File: src/rtl/adnt_pkg.sv
// Shared constants, types and the power-of-ten table of the decimal tokenizer.
`default_nettype none

package adnt_pkg;

  localparam int MAG_BITS        = 32;
  localparam int FRAC_BITS       = 16;
  localparam int MAX_FRAC_DIGITS = 9;

  localparam int BYTE_W  = 8;
  localparam int FIELD_W = 8;
  localparam int VALUE_W = 49;
  localparam int FD_W    = $clog2(MAX_FRAC_DIGITS + 1);
  localparam int QUO_W   = MAG_BITS + FRAC_BITS;
  localparam int CNT_W   = $clog2(QUO_W);

  localparam logic [FIELD_W-1:0] FIELD_MAX       = '1;
  localparam logic [FIELD_W-1:0] EXPECTED_RESET  = FIELD_W'(7);
  localparam logic [VALUE_W-1:0] VALUE_LIMIT     = {1'b0, {(VALUE_W-1){1'b1}}};

  localparam logic [BYTE_W-1:0] CH_NEWLINE = BYTE_W'(10);
  localparam logic [BYTE_W-1:0] CH_MINUS   = BYTE_W'(45);
  localparam logic [BYTE_W-1:0] CH_POINT   = BYTE_W'(46);
  localparam logic [BYTE_W-1:0] CH_ZERO    = BYTE_W'(48);
  localparam logic [BYTE_W-1:0] CH_NINE    = BYTE_W'(57);

  localparam logic KIND_NUMBER  = 1'b0;
  localparam logic KIND_SUMMARY = 1'b1;

  function automatic logic [63:0] pow10(input logic [3:0] n);
    logic [63:0] p;
    unique case (n)
      4'd0:  p = 64'd1;
      4'd1:  p = 64'd10;
      4'd2:  p = 64'd100;
      4'd3:  p = 64'd1000;
      4'd4:  p = 64'd10000;
      4'd5:  p = 64'd100000;
      4'd6:  p = 64'd1000000;
      4'd7:  p = 64'd10000000;
      4'd8:  p = 64'd100000000;
      4'd9:  p = 64'd1000000000;
      4'd10: p = 64'd10000000000;
      4'd11: p = 64'd100000000000;
      4'd12: p = 64'd1000000000000;
      4'd13: p = 64'd10000000000000;
      4'd14: p = 64'd100000000000000;
      4'd15: p = 64'd1000000000000000;
      default: p = 64'd1;
    endcase
    return p;
  endfunction

  localparam logic [63:0] MAX_DIVISOR = pow10(4'(MAX_FRAC_DIGITS));
  localparam int          DIV_W       = $clog2(MAX_DIVISOR + 64'd1);

  typedef struct packed {
    logic                has_num;
    logic                has_sum;
    logic [MAG_BITS-1:0] magnitude;
    logic [FD_W-1:0]     frac_digits;
    logic                negative;
    logic                token_ovf;
    logic [FIELD_W-1:0]  field_index;
    logic [FIELD_W-1:0]  field_count;
    logic                line_ok;
  } tok_job_t;

  typedef struct packed {
    logic     valid;
    tok_job_t job;
  } job_push_t;

  typedef struct packed {
    logic     valid;
    tok_job_t job;
  } job_head_t;

  typedef enum logic [2:0] {
    BK_IDLE,
    BK_DIV,
    BK_RND,
    BK_NUM,
    BK_SUM
  } back_state_t;

endpackage

`default_nettype wire

File: src/rtl/adnt_if.sv
// Handshake interfaces for the character, result and configuration channels.
`default_nettype none

interface adnt_char_if
  import adnt_pkg::*;
();
  logic              valid;
  logic              ready;
  logic [BYTE_W-1:0] data_byte;
  logic              end_of_data;

  modport source (output valid, data_byte, end_of_data, input ready);
  modport sink (input valid, data_byte, end_of_data, output ready);
endinterface

interface adnt_result_if
  import adnt_pkg::*;
();
  logic                      valid;
  logic                      ready;
  logic                      kind;
  logic signed [VALUE_W-1:0] value;
  logic [FIELD_W-1:0]        field_index;
  logic [FIELD_W-1:0]        field_count;
  logic                      line_ok;
  logic                      overflow;
  logic                      last;

  modport source (output valid, kind, value, field_index, field_count, line_ok, overflow, last,
                  input ready);
  modport sink (input valid, kind, value, field_index, field_count, line_ok, overflow, last,
                output ready);
endinterface

interface adnt_cfg_if
  import adnt_pkg::*;
();
  logic               valid;
  logic               ready;
  logic [FIELD_W-1:0] expected_fields;

  modport source (output valid, expected_fields, input ready);
  modport sink (input valid, expected_fields, output ready);
endinterface

`default_nettype wire

File: src/rtl/adnt_front.sv
// Front end: classifies bytes, accumulates the token and queues number and line jobs.
`default_nettype none

module adnt_front
  import adnt_pkg::*;
(
  input  wire logic  clk,
  input  wire logic  rst,
  adnt_char_if.sink  char_in,
  adnt_cfg_if.sink   cfg,
  input  wire logic  push_ready,
  output job_push_t  push
);

  logic [MAG_BITS-1:0] magnitude, magnitude_next;
  logic                negative, negative_next;
  logic                in_fraction, in_fraction_next;
  logic [FD_W-1:0]     fraction_digits, fraction_digits_next;
  logic                reading_digits, reading_digits_next;
  logic                token_overflow, token_overflow_next;
  logic [FIELD_W-1:0]  line_fields, line_fields_next;
  logic [FIELD_W-1:0]  expected_fields;

  logic                  accept;
  logic                  is_minus, is_digit, is_point, is_other;
  logic                  flush, line_end, emit;
  logic [3:0]            digit;
  logic [MAG_BITS+3:0]   scaled;
  logic [FIELD_W-1:0]    fields_inc, fields_after;

  assign char_in.ready = push_ready;
  assign cfg.ready     = 1'b1;
  assign accept        = char_in.valid & char_in.ready;

  always_comb begin
    is_minus = char_in.data_byte == CH_MINUS;
    is_point = char_in.data_byte == CH_POINT;
    is_digit = (char_in.data_byte >= CH_ZERO) && (char_in.data_byte <= CH_NINE);
    is_other = !(is_minus || is_point || is_digit);
    digit    = 4'(char_in.data_byte - CH_ZERO);
    scaled   = {4'b0, magnitude} * (MAG_BITS+4)'(10) + (MAG_BITS+4)'(digit);

    magnitude_next       = magnitude;
    negative_next        = negative;
    in_fraction_next     = in_fraction;
    fraction_digits_next = fraction_digits;
    reading_digits_next  = reading_digits;
    token_overflow_next  = token_overflow;

    if (is_minus) begin
      negative_next = 1'b1;
    end else if (is_point) begin
      in_fraction_next = 1'b1;
    end else if (is_digit) begin
      reading_digits_next = 1'b1;
      if (in_fraction && (fraction_digits >= FD_W'(MAX_FRAC_DIGITS))) begin
        token_overflow_next = 1'b1;
      end else begin
        if (scaled[MAG_BITS+3:MAG_BITS] != 4'b0) begin
          magnitude_next      = '1;
          token_overflow_next = 1'b1;
        end else begin
          magnitude_next = scaled[MAG_BITS-1:0];
        end
        if (in_fraction) begin
          fraction_digits_next = fraction_digits + FD_W'(1);
        end
      end
    end

    flush        = is_other || char_in.end_of_data;
    line_end     = (is_other && (char_in.data_byte == CH_NEWLINE)) || char_in.end_of_data;
    emit         = flush && reading_digits_next;
    fields_inc   = (line_fields == FIELD_MAX) ? FIELD_MAX : line_fields + FIELD_W'(1);
    fields_after = emit ? fields_inc : line_fields;

    push.valid            = accept && (emit || line_end);
    push.job.has_num      = emit;
    push.job.has_sum      = line_end;
    push.job.magnitude    = magnitude_next;
    push.job.frac_digits  = fraction_digits_next;
    push.job.negative     = negative_next;
    push.job.token_ovf    = token_overflow_next;
    push.job.field_index  = line_fields;
    push.job.field_count  = fields_after;
    push.job.line_ok      = fields_after == expected_fields;

    line_fields_next = line_end ? '0 : fields_after;
  end

  always_ff @(posedge clk) begin
    if (rst) begin
      magnitude       <= '0;
      negative        <= 1'b0;
      in_fraction     <= 1'b0;
      fraction_digits <= '0;
      reading_digits  <= 1'b0;
      token_overflow  <= 1'b0;
      line_fields     <= '0;
    end else if (accept) begin
      line_fields <= line_fields_next;
      if (flush) begin
        magnitude       <= '0;
        negative        <= 1'b0;
        in_fraction     <= 1'b0;
        fraction_digits <= '0;
        reading_digits  <= 1'b0;
        token_overflow  <= 1'b0;
      end else begin
        magnitude       <= magnitude_next;
        negative        <= negative_next;
        in_fraction     <= in_fraction_next;
        fraction_digits <= fraction_digits_next;
        reading_digits  <= reading_digits_next;
        token_overflow  <= token_overflow_next;
      end
    end
  end

  always_ff @(posedge clk) begin
    if (rst) begin
      expected_fields <= EXPECTED_RESET;
    end else if (cfg.valid && cfg.ready) begin
      expected_fields <= cfg.expected_fields;
    end
  end

endmodule

`default_nettype wire

File: src/rtl/adnt_queue.sv
// Two-entry job queue between the front end and the conversion back end.
`default_nettype none

module adnt_queue
  import adnt_pkg::*;
(
  input  wire logic      clk,
  input  wire logic      rst,
  input  wire job_push_t push,
  output logic           push_ready,
  output job_head_t      head,
  input  wire logic      pop
);

  tok_job_t   mem [2];
  logic       wr_ptr;
  logic       rd_ptr;
  logic [1:0] count;
  logic       do_push, do_pop;

  assign push_ready = count != 2'd2;
  assign head.valid = count != 2'd0;
  assign head.job   = mem[rd_ptr];
  assign do_push    = push.valid;
  assign do_pop     = pop && head.valid;

  always_ff @(posedge clk) begin
    if (do_push) begin
      mem[wr_ptr] <= push.job;
    end
  end

  always_ff @(posedge clk) begin
    if (rst) begin
      wr_ptr <= 1'b0;
      rd_ptr <= 1'b0;
      count  <= '0;
    end else begin
      if (do_push) begin
        wr_ptr <= !wr_ptr;
      end
      if (do_pop) begin
        rd_ptr <= !rd_ptr;
      end
      unique case ({do_push, do_pop})
        2'b10:   count <= count + 2'd1;
        2'b01:   count <= count - 2'd1;
        default: count <= count;
      endcase
    end
  end

  a_no_push_when_full: assert property (@(posedge clk) disable iff (rst)
    push.valid |-> push_ready)
    else $error("Job pushed into a full queue.");

  a_count_bounded: assert property (@(posedge clk) disable iff (rst)
    count != 2'd3)
    else $error("Queue count out of range.");

endmodule

`default_nettype wire

File: src/rtl/adnt_back.sv
// Back end: bit-serial fixed-point conversion of numbers and result delivery.
`default_nettype none

module adnt_back
  import adnt_pkg::*;
(
  input  wire logic      clk,
  input  wire logic      rst,
  input  wire job_head_t head,
  output logic           pop,
  adnt_result_if.source  result
);

  back_state_t state, state_next;

  tok_job_t           job;
  logic [QUO_W-1:0]   quo;
  logic [DIV_W-1:0]   rem;
  logic [DIV_W-1:0]   divisor;
  logic [CNT_W-1:0]   cnt;
  logic [VALUE_W-1:0] value;
  logic               ovf;

  logic [DIV_W:0]     shifted;
  logic               ge;
  logic [DIV_W:0]     diff;
  logic               round_up;
  logic [VALUE_W-1:0] rounded;
  logic               sat;
  logic [VALUE_W-1:0] mag_val;

  always_comb begin
    shifted  = {rem, quo[QUO_W-1]};
    ge       = shifted >= {1'b0, divisor};
    diff     = shifted - {1'b0, divisor};
    round_up = {rem, 1'b0} >= {1'b0, divisor};
    rounded  = {{(VALUE_W-QUO_W){1'b0}}, quo} + VALUE_W'(round_up);
    sat      = rounded > VALUE_LIMIT;
    mag_val  = sat ? VALUE_LIMIT : rounded;
  end

  always_comb begin
    state_next = state;
    pop        = 1'b0;
    unique case (state)
      BK_IDLE: begin
        if (head.valid) begin
          pop        = 1'b1;
          state_next = head.job.has_num ? BK_DIV : BK_SUM;
        end
      end
      BK_DIV: begin
        if (cnt == '0) begin
          state_next = BK_RND;
        end
      end
      BK_RND: begin
        state_next = BK_NUM;
      end
      BK_NUM: begin
        if (result.ready) begin
          state_next = job.has_sum ? BK_SUM : BK_IDLE;
        end
      end
      BK_SUM: begin
        if (result.ready) begin
          state_next = BK_IDLE;
        end
      end
      default: state_next = BK_IDLE;
    endcase
  end

  always_ff @(posedge clk) begin
    if (rst) begin
      state <= BK_IDLE;
    end else begin
      state <= state_next;
    end
  end

  always_ff @(posedge clk) begin
    unique case (state)
      BK_IDLE: begin
        job     <= head.job;
        quo     <= {head.job.magnitude, {FRAC_BITS{1'b0}}};
        rem     <= '0;
        divisor <= DIV_W'(pow10(4'(head.job.frac_digits)));
        cnt     <= CNT_W'(QUO_W - 1);
      end
      BK_DIV: begin
        quo <= {quo[QUO_W-2:0], ge};
        rem <= ge ? diff[DIV_W-1:0] : shifted[DIV_W-1:0];
        cnt <= cnt - CNT_W'(1);
      end
      BK_RND: begin
        value <= job.negative ? VALUE_W'(0) - mag_val : mag_val;
        ovf   <= job.token_ovf || sat;
      end
      default: begin
      end
    endcase
  end

  always_comb begin
    result.valid       = (state == BK_NUM) || (state == BK_SUM);
    result.kind        = (state == BK_SUM) ? KIND_SUMMARY : KIND_NUMBER;
    result.value       = (state == BK_SUM) ? '0 : value;
    result.field_index = (state == BK_SUM) ? '0 : job.field_index;
    result.field_count = (state == BK_SUM) ? job.field_count : '0;
    result.line_ok     = (state == BK_SUM) ? job.line_ok : 1'b0;
    result.overflow    = (state == BK_SUM) ? 1'b0 : ovf;
    result.last        = (state == BK_SUM) ? 1'b1 : !job.has_sum;
  end

  a_rem_below_divisor: assert property (@(posedge clk) disable iff (rst)
    (state == BK_DIV) |-> (rem < divisor))
    else $error("Division remainder reached the divisor.");

  a_div_ends: assert property (@(posedge clk) disable iff (rst)
    (state == BK_DIV) && (cnt == '0) |=> (state == BK_RND))
    else $error("Division did not finish after the last quotient bit.");

  a_summary_last: assert property (@(posedge clk) disable iff (rst)
    result.valid && (result.kind == KIND_SUMMARY) |-> result.last)
    else $error("Line summary not marked as the final result.");

  a_pop_only_idle: assert property (@(posedge clk) disable iff (rst)
    pop |-> (state == BK_IDLE) && head.valid)
    else $error("Job taken while the back end was busy.");

endmodule

`default_nettype wire

File: src/rtl/ascii_decimal_number_tokenizer_core.sv
// Top level of the ASCII decimal number tokenizer.
`default_nettype none

// Parses a text stream one byte per transfer into signed fixed-point numbers (16 fraction
// bits, rounded half away from zero) and per-line summaries. The front end takes one byte
// per cycle as long as its two-entry job queue has room; while the queue is full every byte
// waits, including bytes that produce no result. Each number is converted by a restoring
// divider that yields one quotient bit per cycle and is then rounded, so a number holds the back
// end from its division through its result transfers; a summary alone holds it for its
// transfer. The configuration register expected_fields resets to 7 and may be written at
// any time the block is idle.
module ascii_decimal_number_tokenizer_core
  import adnt_pkg::*;
(
  input  wire logic     clk,
  input  wire logic     rst,
  adnt_char_if.sink     char_in,
  adnt_cfg_if.sink      cfg,
  adnt_result_if.source result
);

  job_push_t push;
  job_head_t head;
  logic      push_ready;
  logic      pop;

  adnt_front u_front (
    .clk        (clk),
    .rst        (rst),
    .char_in    (char_in),
    .cfg        (cfg),
    .push_ready (push_ready),
    .push       (push)
  );

  adnt_queue u_queue (
    .clk        (clk),
    .rst        (rst),
    .push       (push),
    .push_ready (push_ready),
    .head       (head),
    .pop        (pop)
  );

  adnt_back u_back (
    .clk    (clk),
    .rst    (rst),
    .head   (head),
    .pop    (pop),
    .result (result)
  );

endmodule

`default_nettype wire
File: src/flat_wrapper.sv
// flat-port wrapper written by rule: the top's interface ports become plain ports
module ascii_decimal_number_tokenizer_core_flat import adnt_pkg::*;
  (clk, rst, char_in_valid, char_in_data_byte, char_in_end_of_data, char_in_ready, cfg_valid, cfg_expected_fields, cfg_ready, result_valid, result_kind, result_value, result_field_index, result_field_count, result_line_ok, result_overflow, result_last, result_ready);
  adnt_char_if char_in_i ();
  adnt_cfg_if cfg_i ();
  adnt_result_if result_i ();
  input  wire logic clk;
  input  wire logic rst;
  input wire logic [$bits(char_in_i.valid)-1:0] char_in_valid;
  input wire logic [$bits(char_in_i.data_byte)-1:0] char_in_data_byte;
  input wire logic [$bits(char_in_i.end_of_data)-1:0] char_in_end_of_data;
  output wire logic [$bits(char_in_i.ready)-1:0] char_in_ready;
  input wire logic [$bits(cfg_i.valid)-1:0] cfg_valid;
  input wire logic [$bits(cfg_i.expected_fields)-1:0] cfg_expected_fields;
  output wire logic [$bits(cfg_i.ready)-1:0] cfg_ready;
  output wire logic [$bits(result_i.valid)-1:0] result_valid;
  output wire logic [$bits(result_i.kind)-1:0] result_kind;
  output wire logic [$bits(result_i.value)-1:0] result_value;
  output wire logic [$bits(result_i.field_index)-1:0] result_field_index;
  output wire logic [$bits(result_i.field_count)-1:0] result_field_count;
  output wire logic [$bits(result_i.line_ok)-1:0] result_line_ok;
  output wire logic [$bits(result_i.overflow)-1:0] result_overflow;
  output wire logic [$bits(result_i.last)-1:0] result_last;
  input wire logic [$bits(result_i.ready)-1:0] result_ready;
  assign char_in_i.valid = char_in_valid;
  assign char_in_i.data_byte = char_in_data_byte;
  assign char_in_i.end_of_data = char_in_end_of_data;
  assign char_in_ready = char_in_i.ready;
  assign cfg_i.valid = cfg_valid;
  assign cfg_i.expected_fields = cfg_expected_fields;
  assign cfg_ready = cfg_i.ready;
  assign result_valid = result_i.valid;
  assign result_kind = result_i.kind;
  assign result_value = result_i.value;
  assign result_field_index = result_i.field_index;
  assign result_field_count = result_i.field_count;
  assign result_line_ok = result_i.line_ok;
  assign result_overflow = result_i.overflow;
  assign result_last = result_i.last;
  assign result_i.ready = result_ready;
  ascii_decimal_number_tokenizer_core u_core (.clk(clk), .rst(rst), .char_in(char_in_i), .cfg(cfg_i), .result(result_i));
endmodule
File: config.mk
export PLATFORM = sky130hd
export DESIGN_NAME = ascii_decimal_number_tokenizer_core_flat
export DESIGN_NICKNAME = d
export VERILOG_FILES = /design/src/rtl/adnt_pkg.sv /design/src/rtl/adnt_if.sv /design/src/rtl/adnt_front.sv /design/src/rtl/adnt_queue.sv /design/src/rtl/adnt_back.sv /design/src/rtl/ascii_decimal_number_tokenizer_core.sv /design/src/flat_wrapper.sv
export SDC_FILE = /design/constraint.sdc
export NUM_CORES = 1
export LEC_CHECK = 0
export ABC_AREA = 1
export BUFFER_PORTS_ARGS = -buffer_cell sky130_fd_sc_hd__buf_4
export CORE_MARGIN = 2
export CORE_UTILIZATION = 50
export DETAILED_ROUTE_END_ITERATION = 6
export PLACE_DENSITY = 0.67
export SYNTH_ARGS = -nofsm -noshare
export SYNTH_HDL_FRONTEND = slang
export SYNTH_SLANG_ARGS = --single-unit
File: constraint.sdc
create_clock -name clk -period 14.1 [get_ports clk]
set_input_delay 2.82 -clock clk [delete_from_list [all_inputs] [get_ports clk]]
set_output_delay 2.82 -clock clk [all_outputs]
set_load 0.01 [all_outputs]
== Word level (Yosys, flattened, before mapping) ==
Memories as Yosys holds them, arrays and structs flattened. A register that Yosys moved wholly into a read port is not among the register bits.
Cells that the tools add are included.

* Bits in registers: 217
* Bits in latches: 0
* Bits in writable memories: 114
* Bits in read-only memories: 784
* Bits of input ports: 22
* Word-level logic and storage cells: 143
* Memories kept: 2

* Add/sub/neg operators: 10
* $mul: 1
* Div/mod/pow operators: 0
* Order comparisons: 6
* Equal/unequal tests: 17
* Shift-type cells: 0
* Multiplexer cells: 57
* Bitwise operators: 1
* Reductions and logical operators: 26

{| class="wikitable"
|+ Memory list
! memory !! depth !! bits a word !! rd ports !! clocked after memory_dff !! wr ports !! RTL line !! source
|-
| (no name shown) || 16 || 49 || 1 || 1 || 0 || adnt_pkg.sv:32 || <nowiki>unique case (n)</nowiki>
|-
| u_core.u_queue.mem || 2 || 57 || 1 || 1 || 1 || adnt_queue.sv:15 || <nowiki>tok_job_t mem [2];</nowiki>
|}

{| class="wikitable"
|+ Operators with widths
! operator !! number
|-
| 2-to-1 mux 32 bit || 6
|-
| 2-to-1 mux 49 bit || 3
|-
| case mux 48 bit (2 select lines) || 1
|-
| >= comparator 31 x 30 -> 1 bit || 2
|-
| case mux 30 bit (2 select lines) || 1
|-
| adder 48 x 1 -> 49 bit || 1
|-
| greater-than comparator 49 x 48 -> 1 bit (second input constant) || 1
|-
| subtractor 1 x 49 -> 49 bit (first input constant) || 1
|-
| 2-to-1 mux 8 bit || 5
|-
| adder 36 x 4 -> 36 bit || 1
|-
| multiplier 32 x 3 -> 35 bit (second input constant) || 1
|-
| 2-to-1 mux 30 bit || 1
|-
| subtractor 30 bit || 1
|-
| 2-to-1 mux 1 bit || 25
|-
| 2-to-1 mux 4 bit || 6
|-
| 2-to-1 mux 3 bit || 6
|-
| == test 8 x 6 -> 1 bit (second input constant) || 2
|-
| case mux 3 bit (5 select lines) || 1
|-
| case mux 6 bit (2 select lines) || 1
|-
| adder 8 x 1 -> 8 bit (second input constant) || 1
|-
| == test 8 x 4 -> 1 bit (second input constant) || 1
|-
| == test 8 bit || 1
|-
| == test 8 bit (second input constant) || 1
|-
| >= comparator 8 x 6 -> 1 bit (second input constant) || 1
|-
| 25 further kinds || 47
|}

== Logic depth before layout (Yosys ltp) ==
Gate-level depths: netlist of run 1.

* Depth in word-level cells: 10
* Mapped depth: 35
* Mapped depth without buffers: 35

== Modules after synthesis ==
A second synthesis of run 1 with hierarchy kept.

* Cells, all modules: 3285
* Area, all modules: 25355.6 um^2

{| class="wikitable"
|+ Modules (own cells, without submodules)
! module !! times used !! cells an instance !! area each (um^2) !! sequential area each (um^2)
|-
| adnt_back || 1 || 1748 || 13172.6 || 5585.4
|-
| adnt_front || 1 || 1323 || 7713.6 || 1121.1
|-
| adnt_queue || 1 || 214 || 4469.3 || 3523.4
|}

== Worst setup path after synthesis of run 1 ==
Ideal clock, no wire load.

* Path kind: in2reg
* From: in char_in_data_byte[7]
* To: mem u_core.u_queue.mem[1][0] in the netlist's numbering (enable)
* Library setup time: 0.473 ns
* Data arrival time: 6.308 ns
* Data required time: 13.627 ns
* Path slack: 7.319 ns
* Stages on the path: 10
* Path through: or2_2 -> nor2_1 -> nand2_1 -> inv_1 -> nor2_1 -> inv_1 -> nand2_1 -> a21oi_1 -> inv_1 -> nor2_1

* Longest elaborated chain between the ends: 10
* Elaborated cells on any way between the ends: 20

{| class="wikitable"
|+ RTL lines
! item !! RTL line !! source
|-
| start: declaration || flat_wrapper.sv:10 || <nowiki>input wire logic [$bits(char_in_i.data_byte)-1:0] char_in_data_byte;</nowiki>
|-
| >= comparator 8 x 6 -> 1 bit (tied with other cells) || adnt_front.sv:38 || <nowiki>is_digit = (char_in.data_byte >= CH_ZERO) && (char_in.data_byte <= CH_NINE);</nowiki>
|-
| logical AND 1 bit / logical OR 1 bit (equally long branches) || adnt_front.sv:38, adnt_front.sv:39 ||
|-
| 2-to-1 mux 1 bit / logical OR 1 bit (equally long branches) || adnt_front.sv:54, adnt_front.sv:39 ||
|-
| 2-to-1 mux 1 bit / zero test 1 bit (equally long branches) || adnt_front.sv:52, adnt_front.sv:39 ||
|-
| 2-to-1 mux 1 bit (tied with other cells) || adnt_front.sv:50 || <nowiki>if (is_minus) begin</nowiki>
|-
| logical AND 1 bit / logical OR 1 bit (equally long branches) || adnt_front.sv:73, adnt_front.sv:72 ||
|-
| logical OR 1 bit (*) || adnt_front.sv:77 || <nowiki>push.valid = accept && (emit || line_end);</nowiki>
|-
| logical AND 1 bit (*) || adnt_front.sv:77 ||
|-
| 2-to-1 mux 1 bit (*) || adnt_queue.sv:28 || <nowiki>if (do_push) begin</nowiki>
|-
| 2-to-1 mux 1 bit (implied by the code) (*) || adnt_queue.sv:29 || <nowiki>mem[wr_ptr] <= push.job;</nowiki>
|-
| end: declaration || adnt_queue.sv:15 ||
|}

Mark *: on every way between the ends. The rest lies on a longest branch, timed or not.

==> flow_metrics.py, run 1 <==
metrics = {
    "global_route": {
        "grt_max_degree": 82,
        "grt_overflow": 0,
        "track_usage": 0.269,
        "grt_pass1_vias": 20200,
        "antenna_found_initial": 1,
        "grt_pass1_wl_um": 108000,
    },
    "final_layout": {
        "design_area_sq_um": 27300,
        "nets": 3458,
        "antenna_cells": 0,
        "final_common_cell": "nand2_1",
        "layout_common_cells": "nand2_1 (801), inv_1 (558), nor2_1 (347)",
        "post-route-util": 0.559,
        "syn_to_final_growth_pct": 10.4,
        "drive_gt1_frac": 0.112,
    },
    "worst_hold_path": {
        "hold_path.class": "flop to flop",
        "hp-start": "u_core.u_front.negative",
        "min_path_cells": 2,
        "holdPathEnd": "u_core.u_front.negative",
    },
    "status": {
        "status": "completed",
    },
    "detailed_routing": {
        "first_pass_iters": 5,
        "route.detailed.drc": 0,
        "wl_per_cell_um": 17.1,
        "antenna_left": 0,
        "drtIter0Drc": 1996,
        "routed_via_density": 5.35,
        "num_vias": 21500,
        "wl_um": 68900,
    },
    "pwr": {
        "clockPowerShare": 0.201,
        "vdd_drop_max_mv": 0.157,
        "switching_power_w": 0.00227,
        "seqPwrFrac": 0.326,
        "p_sw_frac": 0.433,
        "power_w": 0.00525,
        "p_comb_frac": 0.472,
        "internal_power_w": 0.00298,
        "p_leak_nw": 12.8,
        "cellPowerDensity_nw_per_um2": 192,
    },
    "die": {
        "rows": 81,
        "io_pins": 94,
        "die-area_sq_um": 51300,
        "initial_utilization": 0.506,
        "die_width_um": 227,
        "fp.dieH_um": 227,
        "core_sq_um": 49000,
    },
    "clock_network": {
        "ctsHoldBuffers": 0,
        "cts_buffer_depth": 3,
        "h-tree-depth": 2,
        "cts.repair.resized": 0,
        "cts.clk_slew.worst_paths_ns": 0.06,
        "cts_setup_buffers": 0,
        "cts-root-buf": "clkbuf_16",
        "insertion_delay_ns": 0.57,
        "clock-sinks": 362,
        "cts_buffers": 40,
        "cts_tree": "built",
    },
    "timing": {
        "worst_slew_pin_slew_ns": 1.27,
        "fmax_mhz": 169,
        "fin_tns_setup_ns": 0,
        "fin_hold_ws_ns": 0.464,
        "finalHoldViolCount": 0,
        "max_slew_margin": 0.151,
        "rsz0062_at_grt": "false",
        "setup_viol": 0,
        "skew_ns": 0.0235,
        "fin_crit_sh": 0.420,
        "maxSlewViolCount": 0,
        "finalCriticalPeriod_ns": 5.92,
    },
    "critical_path": {
        "path_class": "input pin to flop",
        "cp.required_ns": 14.42,
        "start_kind": "input pin",
        "rrSetupSlack_ns": 8.23,
        "arrival_ns": 6.23,
        "r2r-end": "u_core.u_back.value[34]",
        "cp_max_fo": 33,
        "reg2regPathDepth": 32,
        "reg2reg_from": "u_core.u_back.rem[1]",
        "end_kind": "flop",
    },
    "logic_synthesis": {
        "syn_avg_cell_area_sq_um": 7.63,
        "ys_seq_area_frac": 0.413,
        "synthCells": 3249,
        "syn_area_sq_um": 24800,
        "synthDistinctLibCells": 60,
        "synth-seq-cells": 362,
        "async_reset_ff_frac": 0,
        "synth_enable_flop_cells": 298,
        "synthFlopType": "edfxtp_1",
        "syn_nets": 3385,
        "yosys_warnings": 0,
    },
    "placed_design": {
        "port_buffers": 92,
        "post_dp_cell_area_sq_um": 26000,
        "hpwl_um": 52900,
        "gp_congestion": 0.960,
    },
    "job": {
        "cap_viol_max_count": 0,
    },
}
[how the worst max path moves through the flow]
stage,startpoint,endpoint,slack (ns),depth (start not counted)
3_5_place_dp,char_in_data_byte[3],u_core.u_queue.mem[1][54],7.65,19
6_report,char_in_data_byte[3],u_core.u_queue.mem[0][23],8.18,19
2_1_floorplan,char_in_data_byte[7],u_core.u_queue.mem[1][0],7.32,10
5_1_grt,u_core.u_back.rem[1],u_core.u_back.value[34],7.76,32
4_1_cts,char_in_data_byte[3],u_core.u_queue.mem[1][54],8.23,19
3_3_place_gp,char_in_data_byte[3],u_core.u_queue.mem[0][23],7.76,19
[through the flow]
step           std cells  worst slack [ns]
2_1_floorplan       3249              7.32
3_3_place_gp        3944              7.76
3_5_place_dp        3944              7.65
4_1_cts             4017              8.23
5_1_grt             4017              7.76
6_report            4017              8.18
[synthesized netlist by cell type (all sizes together) (4+ instances only)]
cell type / number / area, sq um
nor2: 388 / 1630
nand4: 60 / 390
nand3b: 7 / 56.3
a31oi: 11 / 68.8
buf: 24 / 201
clkbuf: 50 / 188
nand2: 834 / 3220
edfxtp: 298 / 8950
or2: 42 / 263
ha: 111 / 1390
inv: 575 / 2160
o22ai: 4 / 25.0
nor3: 59 / 333
dfxtp: 64 / 1280
mux2: 21 / 236
a21oi: 148 / 741
and2: 6 / 42.5
nor4: 9 / 56.3
o21a: 4 / 30.0
nand3: 216 / 1340
xor2: 72 / 631
o21ai: 149 / 753
o211ai: 32 / 240
xnor2: 33 / 289
[power by group through the flow]
| stage | Clock, W | Combinational [W] | Sequential (W) |
|---|---|---|---|
| 2_1_floorplan | 0 | 0.00176 | 0.00169 |
| 3_3_place_gp | 0 | 0.00243 | 0.00172 |
| 3_5_place_dp | 0 | 0.00246 | 0.00173 |
| 4_1_cts | 0.00108 | 0.00248 | 0.00171 |
| 5_1_grt | 0.00112 | 0.00278 | 0.00174 |
| 6_report | 0.00106 | 0.00248 | 0.00171 |
[layer usage]
layer	share of wire	track usage
met1	0.47	0.385
met2	0.45	0.434
met3	0.058	0.0302
met4	0.022	0.0705
met5	0	0
[cells by family (layout without fill, tap and decap cells)]
logic type	count (synthesis)	in the layout	synth area share
compound gates	370	370	0.0820
xor+xnor	105	105	0.0371
fa+ha+maj	114	114	0.0585
buf+inv	652	756	0.103
flops	362	362	0.413
mux	21	21	0.00955
other cells	1	1	0.000151
simple gates	1624	1624	0.297
[state kept, by name (all words and copies together) (netlist names), 2 cells and up, named ones only]
signal and cells:
u_core.u_back.divisor 30, u_core.u_back.state 3, u_core.u_front.magnitude 32, u_core.u_front.expected_fields 8
u_core.u_back.cnt 6, u_core.u_back.rem 30, u_core.u_back.job 20, u_core.u_queue.mem 114
u_core.u_queue.count 2, u_core.u_back.quo 48, u_core.u_back.value 49, u_core.u_front.line_fields 8
u_core.u_front.fraction_digits 4
[final cells by class]
type | instances | area [sq um]
Sequential cell | 362 | 10200
Multi-Input combinational cell | 2235 | 12000
Clock inverter | 22 | 263
Inverter | 578 | 2170
Clock buffer | 51 | 1040
Timing Repair Buffer | 105 | 788
Tap cell | 664 | 831
Fill cell | 4628 | 21600
[worst max-delay path: stages]
cell	delay, ns
buf_4	0.13
ha_1	0.31
nand3_1	0.09
nand3_1	0.18
nand2_1	0.07
nor2_1	0.16
nand2_1	0.11
nor2_4	0.13
nand2_1	0.06
nor2_1	0.16
nand3_1	0.15
nor2_1	0.15
nand3_2	0.10
o21ai_1	0.13
nand2_1	0.09
nor2_4	0.94
nand3_1	0.25
nand2_1	0.12
inv_1	0.06
Power figures use the tool's default switching activity.
==> run 2: changes to the inputs <==
--- a/config.mk
+++ b/config.mk
@@ -10,7 +10,7 @@
 export CORE_MARGIN = 2
 export CORE_UTILIZATION = 50
 export DETAILED_ROUTE_END_ITERATION = 6
-export PLACE_DENSITY = 0.67
+export PLACE_DENSITY = 0.69
 export SYNTH_ARGS = -nofsm -noshare
 export SYNTH_HDL_FRONTEND = slang
 export SYNTH_SLANG_ARGS = --single-unit
==> constraint.sdc (replaced) <==
create_clock -name clk -period 5.1 [get_ports clk]
set_input_delay 1.02 -clock clk [delete_from_list [all_inputs] [get_ports clk]]
set_output_delay 1.02 -clock clk [all_outputs]
set_load 0.01 [all_outputs]
==> flow_metrics.py, run 2 (same netlist as run 1, synthesis figures left out) <==
metrics = {
    "final_layout": {
        "post-route-util": 0.565,
        "fillers": 4598,
        "reg_top3": "u_core.u_queue.mem: 114 flops, u_core.u_back.value: 49 flops, u_core.u_back.quo: 48 flops",
        "nets": 3482,
        "layout_common_cells": "nand2_1 (799), inv_1 (557), nor2_1 (335)",
        "design_area_sq_um": 27700,
        "final_cells": 4041,
        "syn_to_final_growth_pct": 11.6,
        "largest_register": "u_core.u_queue.mem",
        "largest_reg_flops": 114,
        "antenna_cells": 0,
        "final_common_cell": "nand2_1",
        "drive_gt1_frac": 0.126,
    },
    "critical_path": {
        "cp.required_ns": 5.39,
        "end_kind": "flop",
        "reg2regPathDepth": 27,
        "rrSetupSlack_ns": 0.27,
        "cpPeakStageDelay_ns": 0.43,
        "crit_path_frequent_cell": "nand2_1",
        "crit_family": "simple AND/OR/NAND/NOR gates",
        "path_class": "flop to flop",
        "arrival_ns": 5.12,
        "start_kind": "flop",
        "cp_max_fo": 4,
        "worstSetupPathDepth": 27,
        "cp_num_buf_inv": 4,
        "slowest_stage": "edfxtp_1",
    },
    "global_route": {
        "antenna_found_initial": 0,
        "grt_max_degree": 85,
        "grt_pass1_vias": 20400,
        "grt_overflow": 0,
        "track_usage": 0.258,
        "grt_pass1_wl_um": 106000,
    },
    "clock_network": {
        "h-tree-depth": 2,
        "cts_buffer_depth": 3,
        "clock-sinks": 362,
        "cts_buffers": 40,
        "ctsHoldBuffers": 0,
        "cts-root-buf": "clkbuf_16",
        "cts_tree": "built",
        "cts.clk_slew.worst_paths_ns": 0.06,
        "insertion_delay_ns": 0.55,
    },
    "detailed_routing": {
        "antenna_left": 0,
        "routed_via_density": 5.27,
        "first_pass_iters": 6,
        "drtIter0Drc": 1706,
        "wl_um": 65700,
        "num_vias": 21300,
        "route.detailed.drc": 0,
        "wl_per_cell_um": 16.3,
    },
    "die": {
        "die_width_um": 227,
        "io_pins": 94,
        "core_sq_um": 49000,
        "die-area_sq_um": 51300,
        "rows": 81,
        "initial_utilization": 0.506,
        "fp.dieH_um": 227,
    },
    "timing": {
        "fmax_mhz": 207,
        "finalCriticalPeriod_ns": 4.83,
        "fin_crit_sh": 0.947,
        "fin_ws_ns": 0.268,
        "setup_viol": 0,
        "maxSlewViolCount": 0,
        "worst_slew_pin_slew_ns": 1.16,
        "skew_ns": 0.0206,
        "max_slew_margin": 0.224,
        "finalHoldViolCount": 0,
    },
    "placed_design": {
        "hpwl_um": 50700,
        "dp_slack_ns": 0.117,
        "place_inst": 3966,
        "port_buffers": 92,
        "post_dp_cell_area_sq_um": 26200,
        "gp_congestion": 0.956,
    },
    "pwr": {
        "cellPowerDensity_nw_per_um2": 527,
        "vdd_drop_max_mv": 0.411,
        "p_leak_nw": 12.9,
    },
    "worst_hold_path": {
        "hold_path.class": "flop to flop",
        "min_path_cells": 1,
    },
    "job": {
        "cap_viol_max_count": 0,
    },
    "status": {
        "status": "completed",
    },
}
run 2: cell types whose count changed in the layout (fill, tap and decap cells not counted), moves of 3 or more:
cell       previous run  this run
buf_4               105       127
bufinv_16             5         1
clkinv_1             11         8
clkinv_2              4         7
ha_1                111       107
ha_4                  0         3
inv_6                 3         0
nor2_1              347       335
nor2_2               28        36
nor2_4               10        14
run 2: repair_timing:
action,CTS,global route
buffers inserted,0,2
gates resized for setup,0,36
endpoints found under the setup margin,0,36
run 2: path summary, 6_finish.rpt:
check	from	endpoint
max reg2reg	u_core.u_back.rem[1]	u_core.u_back.value[37]
min	u_core.u_queue.rd_ptr	u_core.u_queue.rd_ptr
max	u_core.u_back.rem[1]	u_core.u_back.value[37]
min reg2reg	u_core.u_queue.rd_ptr	u_core.u_queue.rd_ptr
run 2: through the flow:
stage,hold WS (ns),total power [W],TNS (ns)
floorplan,0.425,0.00953,0
global placement,0.437,0.0116,0
detailed placement,0.448,0.0116,0
CTS,0.456,0.0145,0
global route,0.490,0.0157,-0.00449
finish,0.455,0.0146,0
run 2: cell type report:
| type | instances | area (sq um) | share of cell area |
|---|---|---|---|
| Inverter | 578 | 2170 | 0.0784 |
| Multi-Input combinational cell | 2235 | 12200 | 0.440 |
| Tap cell | 664 | 831 | 0.0300 |
| Clock inverter | 19 | 160 | 0.00579 |
| Sequential cell | 362 | 10200 | 0.370 |
| Clock buffer | 54 | 1110 | 0.0400 |
| Timing Repair Buffer | 129 | 988 | 0.0357 |
run 2: where the power goes:
part	total [W]	internal, W	switching, W
logic	0.00703	0.00232	0.00471
clock network	0.00280	0.00159	0.00121
registers	0.00476	0.00432	0.000434
run 2: routing by layer:
metal	track usage	part of all wire
met3	0.0258	0.042
met2	0.432	0.47
met4	0.0787	0.027
met5	0	0
met1	0.353	0.46
==> run 3: changes to the inputs <==
--- a/config.mk
+++ b/config.mk
@@ -10,6 +10,7 @@
 export CORE_MARGIN = 2
 export CORE_UTILIZATION = 50
 export DETAILED_ROUTE_END_ITERATION = 6
+export GPL_TIMING_DRIVEN = 0
 export PLACE_DENSITY = 0.69
 export SYNTH_ARGS = -nofsm -noshare
 export SYNTH_HDL_FRONTEND = slang
==> flow_metrics.py, run 3 (same netlist as run 1, synthesis figures left out) <==
metrics = {
    "critical_path": {
        "path_class": "flop to flop",
        "cp.required_ns": 5.44,
        "slowest_stage": "edfxtp_1",
        "cpPeakStageDelay_ns": 0.46,
        "crit_path_frequent_cell": "nand2_1",
        "end_kind": "flop",
        "arrival_ns": 5.14,
        "start_kind": "flop",
        "cp_max_fo": 10,
    },
    "timing": {
        "worst_slew_pin_slew_ns": 1.04,
        "rsz0062_at_grt": "true",
        "finalHoldViolCount": 0,
        "skew_ns": 0.0466,
        "fin_ws_ns": 0.304,
        "fin_tns_setup_ns": 0,
        "setup_viol": 0,
        "fmax_mhz": 208,
        "finalCriticalPeriod_ns": 4.80,
        "fin_crit_sh": 0.940,
        "max_slew_margin": 0.305,
        "maxSlewViolCount": 0,
    },
    "final_layout": {
        "syn_to_final_growth_pct": 14.3,
        "reg_top3": "u_core.u_queue.mem: 114 flops, u_core.u_back.value: 49 flops, u_core.u_back.quo: 48 flops",
        "largest_reg_flops": 114,
        "layout_common_cells": "nand2_1 (794), inv_1 (555), nor2_1 (329)",
        "post-route-util": 0.579,
        "antenna_cells": 0,
        "largest_register": "u_core.u_queue.mem",
        "final_common_cell": "nand2_1",
        "nets": 3540,
        "final_cells": 4100,
        "drive_gt1_frac": 0.137,
    },
    "clock_network": {
        "h-tree-depth": 2,
        "cts-root-buf": "clkbuf_16",
        "cts_buffers": 40,
        "cts_tree": "built",
        "cts.clk_slew.worst_paths_ns": 0.07,
        "cts_buffer_depth": 3,
        "insertion_delay_ns": 0.59,
        "clock-sinks": 362,
    },
    "detailed_routing": {
        "drtIter0Drc": 1480,
        "num_vias": 21700,
        "routed_via_density": 5.30,
        "first_pass_iters": 5,
        "wl_per_cell_um": 17.4,
        "antenna_left": 0,
        "wl_um": 71500,
        "route.detailed.drc": 0,
    },
    "die": {
        "initial_utilization": 0.506,
        "die-area_sq_um": 51300,
        "die_width_um": 227,
        "rows": 81,
        "fp.dieH_um": 227,
        "io_pins": 94,
        "core_sq_um": 49000,
    },
    "global_route": {
        "grt_pass1_vias": 21000,
        "grt_max_degree": 42,
        "track_usage": 0.280,
        "grt_pass1_wl_um": 112000,
        "grt_overflow": 0,
        "antenna_found_initial": 0,
    },
    "pwr": {
        "vdd_drop_max_mv": 0.308,
        "p_leak_nw": 13.1,
        "power_w": 0.0154,
        "cellPowerDensity_nw_per_um2": 545,
    },
    "worst_hold_path": {
        "hold_path.class": "flop to flop",
    },
    "placed_design": {
        "port_buffers": 92,
        "hpwl_um": 57100,
        "gp_congestion": 0.968,
        "place_inst": 4014,
        "dp_slack_ns": -0.664,
    },
    "job": {
        "cap_viol_max_count": 0,
    },
    "status": {
        "status": "completed",
    },
}
## run 3: cell types whose count changed in the layout (fill, tap and decap cells not counted), moves of 8 or more
cell and delta:
clkbuf_1 +45, buf_2 +8, buf_6 +10, buf_4 -21
## run 3: final timing paths
| path | startpoint | to | slack (ns) | depth (start not counted) |
|---|---|---|---|---|
| setup / recovery | u_core.u_back.rem[1] | u_core.u_back.value[35] | 0.30 | 30 |
| hold reg to reg | u_core.u_queue.rd_ptr | flop | 0.46 | 1 |
| hold / removal | u_core.u_queue.rd_ptr | flop | 0.46 | 1 |
| setup reg to reg | u_core.u_back.rem[1] | u_core.u_back.value[35] | 0.30 | 30 |
## run 3: worst max-delay path: cells and delay by family (launching register included)
family          cells  cell delay, ns
fa+ha+maj           3            0.66
compound gates      7            1.18
buf+inv             5            0.60
flops               1            0.46
simple gates       15            1.66
## run 3: repair_timing
action | CTS | global route
hold buffers | 0 | 0
pin swaps | 2 | 12
gates resized for setup | 19 | 65
endpoints found under the setup margin | 36 | 37
buffers inserted | 1 | 11
## run 3: final cells by class
cell class | count | area, sq um
sequential | 362 | 10200
inverter | 578 | 2180
fill | 4465 | 20600
clock buffer | 52 | 1120
timing repair buffer | 113 | 926
clock inverter | 22 | 275
multi-input combinational | 2235 | 12400
tap | 664 | 831
buffer | 74 | 389
## run 3: per-layer routing
metal,wire (um),GRT usage,share of wire,vias to the layer above
met1,30900,0.360,0.43,10200
met5,0,0,0,-
li1,-,-,-,10800
met4,2770,0.105,0.039,0
met3,3570,0.0302,0.050,150
met2,34200,0.484,0.48,611
## run 3: stage by stage
stage | cell area, sq um | hold WS [ns]
floorplan | 24800 | 0.425
detailed placement | 26500 | 0.446
CTS | 27900 | 0.464
finish | 28300 | 0.459
global route | 28300 | 0.473
global placement | 26300 | 0.435
## run 3: report_power, final
group	total, W	switching, W	internal, W
clock	0.00302	0.00125	0.00178
sequential	0.00478	0.000463	0.00431
combinational	0.00763	0.00510	0.00253
total	0.0154	0.00681	0.00862
